## src/rtl/core/fisa_pkg.sv

```systemverilog
`timescale 1ns / 1ps
`default_nettype none
package fisa_pkg;

  localparam int unsigned SLOT_COUNT_DEF       = 1024;
  localparam int unsigned INTERVAL_ENTRIES_DEF = 16;
  localparam int unsigned IDX_W                = 10;

  typedef enum logic [0:0] {
    OP_CLAIM   = 1'b0,
    OP_RELEASE = 1'b1
  } op_e;

  // handed from one cell to the next
  typedef struct packed {
    logic             claim_done;
    logic             match_done;
    logic             free_done;
    logic [IDX_W-1:0] grant_idx;
  } chain_t;

  typedef struct packed {
    logic             granted;
    logic [IDX_W-1:0] granted_index;
    logic             table_overflow;
  } res_t;

endpackage
`default_nettype wire

```

## src/rtl/core/fisa_cell.sv

```systemverilog
`timescale 1ns / 1ps
`default_nettype none
module fisa_cell #(
  parameter int unsigned        BoundW    = 11,
  parameter logic               RstActive = 1'b0,
  parameter logic [BoundW-1:0]  RstEnd    = '0
) (
  input  wire logic                          clk_i,
  input  wire logic                          rst_ni,
  input  wire logic                          accept_i,
  input  wire logic                          operation_i,
  input  wire logic [fisa_pkg::IDX_W-1:0]    release_index_i,
  input  wire logic                          any_match_i,
  input  wire fisa_pkg::chain_t              chain_i,
  output fisa_pkg::chain_t                   chain_o
);
  import fisa_pkg::*;

  logic              active_q, active_d;
  logic [BoundW-1:0] start_q, start_d;
  logic [BoundW-1:0] end_q, end_d;

  logic [BoundW-1:0] slot_ext, slot_inc, start_inc;
  logic              is_rel, claim_hit, lo_hit, hi_hit, rel_ok, open_hit;

  assign is_rel    = (operation_i == OP_RELEASE);
  assign slot_ext  = BoundW'(release_index_i);
  assign slot_inc  = slot_ext + BoundW'(1);
  assign start_inc = start_q + BoundW'(1);

  assign claim_hit = accept_i & ~is_rel & active_q & ~chain_i.claim_done;
  assign lo_hit    = active_q & (slot_inc == start_q);
  assign hi_hit    = active_q & (end_q == slot_ext);
  assign rel_ok    = accept_i & is_rel & ~chain_i.match_done;
  assign open_hit  = accept_i & is_rel & ~active_q & ~chain_i.free_done & ~any_match_i;

  always_comb begin
    active_d = active_q;
    start_d  = start_q;
    end_d    = end_q;
    priority if (claim_hit) begin
      start_d = start_inc;
      if (start_inc >= end_q) begin
        active_d = 1'b0;
      end
    end else if (rel_ok && lo_hit) begin
      start_d = slot_ext;
    end else if (rel_ok && hi_hit) begin
      end_d = slot_inc;
    end else if (open_hit) begin
      start_d  = slot_ext;
      end_d    = slot_inc;
      active_d = 1'b1;
    end
  end

  always_ff @(posedge clk_i or negedge rst_ni) begin
    if (!rst_ni) begin
      active_q <= RstActive;
      start_q  <= '0;
      end_q    <= RstEnd;
    end else begin
      active_q <= active_d;
      start_q  <= start_d;
      end_q    <= end_d;
    end
  end

  always_comb begin
    chain_o.claim_done = chain_i.claim_done | active_q;
    chain_o.match_done = chain_i.match_done | lo_hit | hi_hit;
    chain_o.free_done  = chain_i.free_done | ~active_q;
    chain_o.grant_idx  = chain_i.grant_idx | (claim_hit ? start_q[IDX_W-1:0] : '0);
  end

endmodule
`default_nettype wire

```

## src/rtl/core/fisa_out_buf.sv

```systemverilog
`timescale 1ns / 1ps
`default_nettype none
module fisa_out_buf (
  input  wire logic             clk_i,
  input  wire logic             rst_ni,
  input  wire logic             push_i,
  input  wire fisa_pkg::res_t   push_data_i,
  output logic                  full_o,
  output logic                  out_valid_o,
  input  wire logic             out_stall_i,
  output fisa_pkg::res_t        out_data_o
);
  import fisa_pkg::*;

  res_t       buf_q [2];
  logic       wr_ptr_q, rd_ptr_q;
  logic [1:0] cnt_q, cnt_d;
  logic       pop;

  assign full_o      = (cnt_q == 2'd2);
  assign out_valid_o = (cnt_q != 2'd0);
  assign out_data_o  = buf_q[rd_ptr_q];
  assign pop         = out_valid_o & ~out_stall_i;

  always_comb begin
    cnt_d = cnt_q;
    unique case ({push_i, pop})
      2'b10:   cnt_d = cnt_q + 2'd1;
      2'b01:   cnt_d = cnt_q - 2'd1;
      default: cnt_d = cnt_q;
    endcase
  end

  always_ff @(posedge clk_i or negedge rst_ni) begin
    if (!rst_ni) begin
      wr_ptr_q <= 1'b0;
      rd_ptr_q <= 1'b0;
      cnt_q    <= 2'd0;
    end else begin
      cnt_q <= cnt_d;
      if (push_i) begin
        wr_ptr_q <= ~wr_ptr_q;
      end
      if (pop) begin
        rd_ptr_q <= ~rd_ptr_q;
      end
    end
  end

  always_ff @(posedge clk_i) begin
    if (push_i) begin
      buf_q[wr_ptr_q] <= push_data_i;
    end
  end

endmodule
`default_nettype wire

```

## src/rtl/core/free_interval_slot_allocator_unit.sv

```systemverilog
`timescale 1ns / 1ps
`default_nettype none
// Free-slot allocator over a row of interval cells, one cell per [start,end) entry.
// Takes one beat per cycle while in_stall_o is low and returns exactly one
// result beat per input beat, in order through the result buffer. A claim grants
// the start of the first active cell; a release extends the first active cell it
// touches, else opens the first idle cell, else sets the sticky overflow flag.
// The cycle time is set by the priority ripple through the cell row
// (INTERVAL_ENTRIES cells). A two-beat result buffer keeps input flowing while a
// result waits to be taken; in_stall_o rises only when both beats are held.
module free_interval_slot_allocator_unit #(
  parameter int unsigned SLOT_COUNT       = fisa_pkg::SLOT_COUNT_DEF,
  parameter int unsigned INTERVAL_ENTRIES = fisa_pkg::INTERVAL_ENTRIES_DEF
) (
  input  wire logic                        clk_i,
  input  wire logic                        rst_ni,
  input  wire logic                        in_valid_i,
  output logic                             in_stall_o,
  input  wire logic                        operation_i,
  input  wire logic [fisa_pkg::IDX_W-1:0]  release_index_i,
  output logic                             out_valid_o,
  input  wire logic                        out_stall_i,
  output logic                             granted_o,
  output logic [fisa_pkg::IDX_W-1:0]       granted_index_o,
  output logic                             table_overflow_o
);
  import fisa_pkg::*;

  localparam int unsigned CntW   = $clog2(SLOT_COUNT + 1);
  localparam int unsigned BoundW = (CntW > IDX_W + 1) ? CntW : IDX_W + 1;

  chain_t chain [INTERVAL_ENTRIES+1];
  logic   accept, any_match, ovf_set, overflow_q, full;
  res_t   res, out_res;

  assign accept    = in_valid_i & ~full;
  assign in_stall_o = full;

  assign chain[0]  = '{claim_done: 1'b0, match_done: 1'b0, free_done: 1'b0,
                       grant_idx: '0};
  assign any_match = chain[INTERVAL_ENTRIES].match_done;

  for (genvar g = 0; g < INTERVAL_ENTRIES; g++) begin : g_cell
    fisa_cell #(
      .BoundW    (BoundW),
      .RstActive (1'(g == 0)),
      .RstEnd    ((g == 0) ? BoundW'(SLOT_COUNT) : BoundW'(0))
    ) u_cell (
      .clk_i           (clk_i),
      .rst_ni          (rst_ni),
      .accept_i        (accept),
      .operation_i     (operation_i),
      .release_index_i (release_index_i),
      .any_match_i     (any_match),
      .chain_i         (chain[g]),
      .chain_o         (chain[g+1])
    );
  end

  assign ovf_set = accept & (operation_i == OP_RELEASE) & ~any_match
                 & ~chain[INTERVAL_ENTRIES].free_done;

  always_ff @(posedge clk_i or negedge rst_ni) begin
    if (!rst_ni) begin
      overflow_q <= 1'b0;
    end else if (ovf_set) begin
      overflow_q <= 1'b1;
    end
  end

  always_comb begin
    res.granted        = (operation_i == OP_CLAIM) & chain[INTERVAL_ENTRIES].claim_done;
    res.granted_index  = chain[INTERVAL_ENTRIES].grant_idx;
    res.table_overflow = overflow_q | ovf_set;
  end

  fisa_out_buf u_out_buf (
    .clk_i       (clk_i),
    .rst_ni      (rst_ni),
    .push_i      (accept),
    .push_data_i (res),
    .full_o      (full),
    .out_valid_o (out_valid_o),
    .out_stall_i (out_stall_i),
    .out_data_o  (out_res)
  );

  assign granted_o        = out_res.granted;
  assign granted_index_o  = out_res.granted_index;
  assign table_overflow_o = out_res.table_overflow;

endmodule
`default_nettype wire

```

## config.mk

```make
export PLATFORM = sky130hd
export DESIGN_NAME = free_interval_slot_allocator_unit
export DESIGN_NICKNAME = d
export VERILOG_FILES = /design/src/rtl/core/fisa_pkg.sv /design/src/rtl/core/fisa_cell.sv /design/src/rtl/core/fisa_out_buf.sv /design/src/rtl/core/free_interval_slot_allocator_unit.sv
export SDC_FILE = /design/constraint.sdc
export NUM_CORES = 1
export LEC_CHECK = 0
export BUFFER_PORTS_ARGS = -buffer_cell sky130_fd_sc_hd__buf_2
export CORE_UTILIZATION = 42
export CTS_CLUSTER_DIAMETER = 30
export DETAILED_ROUTE_END_ITERATION = 10
export RECOVER_POWER = 100
export SYNTH_ARGS = -nofsm -noshare
export SYNTH_HDL_FRONTEND = slang
export SYNTH_HIERARCHICAL = 1
export SYNTH_SLANG_ARGS = --single-unit
```

## constraint.sdc

```tcl
create_clock -name clk_i -period 17.9 [get_ports clk_i]
set_input_delay 2.685 -clock clk_i [delete_from_list [all_inputs] [get_ports clk_i]]
set_output_delay 2.685 -clock clk_i [all_outputs]
set_load 0.02 [all_outputs]
```

-- Yosys cells after proc, flatten, opt, wreduce, memory -nomap -nowiden
Memory sizes are Yosys's and may differ from the RTL's.
Index checks and enable logic that the tools add are counted.
- latch bits: 0
- output and inout port bits: 14
- memory bits (read-only): 0
- memories kept: 1
- RAM bits: 24
- input bits: 15
- logic and storage cells: 819
- register bits after elaboration: 373
- memory list (name ; depth ; bits a word ; read ports ; clocked after Yosys merged registers in ; write ports ; RTL line ; RTL):
    u_out_buf.buf_q ; 2 ; 12 ; 1 ; 0 ; 1 ; fisa_out_buf.sv:15 ; res_t buf_q [2];
- reductions and logical operators: 130
- shifts and indexed selects: 0
- add/sub/neg operators: 19
- multipliers: 0
- divide/modulo/power cells: 0
- order comparisons: 16
- eq/ne operators: 99
- mux-type cells: 195
- bitwise operators: 307
- operator list (cell ; number):
    $mux 11 ; 96
    $add 11x1->11 const B ; 16
    $eq 11x10->1 ; 16
    $eq 11x11->1 ; 16
    $ge 11x11->1 ; 16
    $mux 10 ; 16
    $or 10x10->10 ; 15
    $and 1x1->1 ; 132
    $not 1->1 ; 98
    $mux 1 ; 82
    $reduce_bool 2->1 ; 34
    $ne 2x1->1 const B ; 32
    $reduce_and 4->1 ; 16
    $or 1x1->1 ; 62
    $ne 3x1->1 const B ; 16
    $reduce_and 3->1 ; 16
    $reduce_bool 3->1 ; 16
    $logic_and 1x1->1 ; 32
    $ne 2x2->1 const B ; 16
    $reduce_and 2->1 ; 16
    $add 10x1->11 const B ; 1
    $eq 2x2->1 const B ; 2
    $pmux 2 s2 ; 1
    $add 2x1->2 const B ; 1
    other kinds (2) ; 2

-- Depth between registers and ports, before layout
- word-level depth: 40
- gate-level depth with buffers: 28
- depth with buffers taken out: 27

-- By module
Netlist, hierarchy kept.
- modules (own cells, without submodules) (module ; area each (um^2) ; seq. area each (um^2) ; times used ; cells an instance):
    fisa_cell (g_cell[10].u_cell ...) ; 2443.6 ; 575.6 ; 13 ; 302
    fisa_cell (g_cell[0].u_cell) ; 2446.1 ; 578.1 ; 1 ; 302
    fisa_cell (g_cell[15].u_cell) ; 2339.7 ; 575.6 ; 1 ; 287
    fisa_cell (g_cell[9].u_cell) ; 2327.2 ; 575.6 ; 1 ; 274
    fisa_out_buf ; 1079.8 ; 820.8 ; 1 ; 54
    free_interval_slot_allocator_unit ; 70.1 ; 25.0 ; 1 ; 7

-- Worst setup path after synthesis
No wires, ideal clock.
- path type: input to register
- start: input port release_index_i[0] in the netlist's numbering
- end: register g_cell[0].u_cell.end_q[1]
- slack: 7.136 ns
- cell stages on the path: 26
- path buffers: 1
- arrival: 10.640 ns
- required time: 17.775 ns
- path through: clkbuf_1 -> and4_1 -> nand4_1 -> xor2_1 -> o2111ai_1 -> nor3_1 -> a211o_1 -> a211o_1 -> a211o_1 -> a211o_1 -> a211o_1 -> a211o_1 -> a211o_1 -> a211o_1 -> a211o_1 -> or3_1 -> a211o_1 -> a211o_1 -> a211o_1 -> a211o_1 -> a211o_1 -> or3_1 -> nor4_1 -> a21oi_1 -> nor2_4 -> mux2_2
- RTL lines (element ; RTL line ; RTL):
    start, declared ; free_interval_slot_allocator_unit.sv:20 ; input wire logic [fisa_pkg::IDX_W-1:0] release_index_i,
    end signal, assigned ; fisa_cell.sv:61 ; end_q <= RstEnd;
    end signal, assigned ; fisa_cell.sv:65 ; end_q <= end_d;
    end, declared ; fisa_cell.sv:21 ; logic [BoundW-1:0] end_q, end_d;

==> impl_metrics.py <==
metrics = {
    "floorplan": {
        "coreArea_um2": 93900,
        "dieArea_um2": 96500,
        "rows": 112,
        "io_pins": 29,
        "initial_core_util_pct": 42.6,
        "die-width_um": 311,
        "dieHeight_um": 311,
    },
    "place": {
        "hpwl_um": 85600,
        "io_buffers": 28,
        "dpl-instance-area_um2": 41000,
        "gp_congestion": 0.941,
    },
    "global_routing": {
        "grt_usage_pct": 26.0,
        "grt_pass1_wl_um": 202000,
        "grt_pass1_vias": 35600,
        "grt-ovfl-total": 0,
        "antenna_found_initial": 2,
        "grt_max_degree": 100,
    },
    "synth": {
        "netlist_area_um2": 40000,
        "synth_seq_cells": 397,
        "synth_edf_count": 24,
        "ys.flop_type": "dfrtp_1",
        "synth_cell_types": 90,
        "ys_seq_area_share_pct": 25.1,
        "syn_inst": 4850,
        "synthArstFlopShare_pct": 94.0,
        "yosysWarnings": 6,
        "synth.avg_cell_area_um2": 8.25,
    },
    "hold_path": {
        "hold_path_class": "reg2reg",
        "min_to": "overflow_q",
        "min_from": "overflow_q",
        "hold_depth": 1,
    },
    "cells_and_area": {
        "layout_commonest_cell": "nand2_1",
        "seq_area_um2": 10100,
        "area_delta_synth_final_pct": 13.3,
        "nFillCells": 9036,
        "multi_input_area_um2": 27600,
        "layout_common_cells": "492 x nand2_1, 371 x dfrtp_1, 346 x nand3_1",
        "drive_gt1_share_pct": 11.8,
        "final_area_um2": 45400,
        "nets": 4953,
    },
    "detailed_routing": {
        "viasPerCell": 6.03,
        "first_iter_violations": 3193,
        "first_pass_iters": 6,
        "drt-total-wl_um": 127000,
        "vias": 36700,
        "route.antenna.remaining_nets": 0,
        "drc": 0,
        "wl_per_cell_um": 20.9,
    },
    "worst_setup_path": {
        "worstRegToRegCells": 26,
        "path_delay_family": "compound AO/OA/AOI/OAI gates",
        "critical_path_class": "in2reg",
        "cp-start-kind": "primary input",
        "cp_num_buf_inv": 4,
        "rr_endpoint": "g_cell[15].u_cell/end_q[1]",
        "r2r_slack_ns": 8.28,
        "worstPathArrival_ns": 15.41,
        "r2r_start": "g_cell[0].u_cell/start_q[7]",
        "worstPathMaxFanout": 42,
        "cpMostUsedCell": "a211o_1",
        "critPathSlowestCell": "clkbuf_1",
        "slowest_delay_ns": 1.98,
        "endpoint_kind": "flip-flop",
        "cp_data_required_time_ns": 18.49,
    },
    "sta": {
        "fin_worst_skew_ns": 0.0263,
        "whs_ns": 0.479,
        "finalSetupViolCount": 0,
        "hold_viol": 0,
        "period_needed_ns": 14.82,
        "slew_viol_final": 506,
        "tightestPinTransition_ns": 5.18,
        "timing.fmax_ghz": 0.0675,
        "setup_tns_ns": 0,
        "period_share_pct": 82.8,
        "maxSlewHeadroom_pct": -245,
        "rsz0062_at_grt": "no",
    },
    "cts": {
        "cts_buffers": 132,
        "cts.clk_slew.worst_paths_ns": 0.04,
        "cts_buffer_depth": 3,
        "postCtsSetupRepairBufs": 0,
        "htreeDepth": 4,
        "clk_root_buffer_cell": "clkbuf_16",
        "cts_sinks": 397,
        "worst_skew_pair.late_latency_ns": 0.73,
        "post_cts_resize_count": 0,
        "cts_tree": "built",
        "cts_hold_buf": 0,
    },
    "power": {
        "ir_drop_mv": 0.0586,
        "leakage_nw": 19.5,
        "total_power_mw": 4.28,
        "powerDensity_nw_per_um2": 94.4,
    },
    "outcome": {
        "status": "finished, violations left",
        "violations": "capacitance limit, slew limit",
    },
    "job": {
        "max_cap_violations": 10,
    },
}
-- report_power, final --
group | switching, mW | internal (mW) | leakage [nW]
sequential | 0.153 | 0.997 | 4.79
combinational | 0.445 | 0.327 | 12.4
clock | 0.706 | 1.65 | 2.29
-- per-layer routing --
layer / vias to the layer above / track usage [%] / wire length [um]
met5: - / 0 / 27
met4: 2 / 11.3 / 4550
met3: 303 / 3.86 / 8220
met2: 1325 / 40.0 / 56800
met1: 17800 / 36.0 / 57600
li1: 17300 / - / -
-- registers in the layout (all words and copies together) (netlist names) --
register,flops
u_out_buf/buf_q,24
g_cell.u_cell/end_q,176
u_out_buf/wr_ptr_q,1
u_out_buf/cnt_q,2
u_out_buf/rd_ptr_q,1
overflow_q,1
g_cell.u_cell/start_q,176
g_cell.u_cell/active_q,16
-- through the flow --
stage                     util [%]  cells  worst slack [ns]
after floorplan                  -   4868              7.14
after global placement        43.6   5849              5.30
after detailed placement      43.6   5849              5.03
after CTS                     48.5   6089              5.79
after global routing          48.3   6089              2.63
final                         48.3   6090              3.08
-- how the worst max path moves through the flow --
stage | startpoint | to | slack [ns] | depth (start not counted)
6_report | release_index_i[6] | g_cell[15].u_cell/end_q[1] | 3.08 | 28
5_1_grt | release_index_i[6] | g_cell[15].u_cell/end_q[1] | 2.63 | 27
4_1_cts | release_index_i[6] | g_cell[6].u_cell/end_q[10] | 5.79 | 28
3_5_place_dp | release_index_i[6] | g_cell[6].u_cell/end_q[10] | 5.03 | 28
3_3_place_gp | release_index_i[6] | g_cell[6].u_cell/end_q[10] | 5.30 | 29
2_1_floorplan | release_index_i[0] | g_cell[0].u_cell/end_q[1] | 7.14 | 26
-- Yosys cell counts, types with 83 or more instances --
master	count	share of area, %
and3_1	99	1.5
dfrtp_1	371	23
nor3_1	177	2.2
mux2_2	113	3.2
mux2i_1	122	3.1
o21ai_0	114	1.4
inv_1	233	2.2
nor2_1	250	2.3
ha_1	209	6.5
nand3_1	346	4.3
xnor2_1	244	5.3
nand4_1	83	1.3
xor2_1	233	5.1
clkbuf_1	276	2.6
nor2b_1	90	1.4
nand2b_1	92	1.4
a21o_1	132	2.5
nand2_1	492	4.6
-- cell type report --
cell class / count / share of cell area (%)
Multi-Input combinational cell: 3861 / 60.8
Clock inverter: 56 / 1.56
Timing Repair Buffer: 104 / 1.53
Tap cell: 1254 / 3.46
Sequential cell: 397 / 22.2
Antenna cell: 1 / 0.00552
Inverter: 233 / 1.93
Clock buffer: 184 / 8.58
-- cell families after synthesis --
family                   synth area share [%]
AO/OA/AOI/OAI                            16.2
flip-flops                               25.1
AND/OR/NAND/NOR                          25.9
adder cells (fa/ha/maj)                  6.53
other                                 0.00937
multiplexers                             8.27
buffers and inverters                    6.53
XOR/XNOR                                 11.4
(Power assumes the default switching activity.)
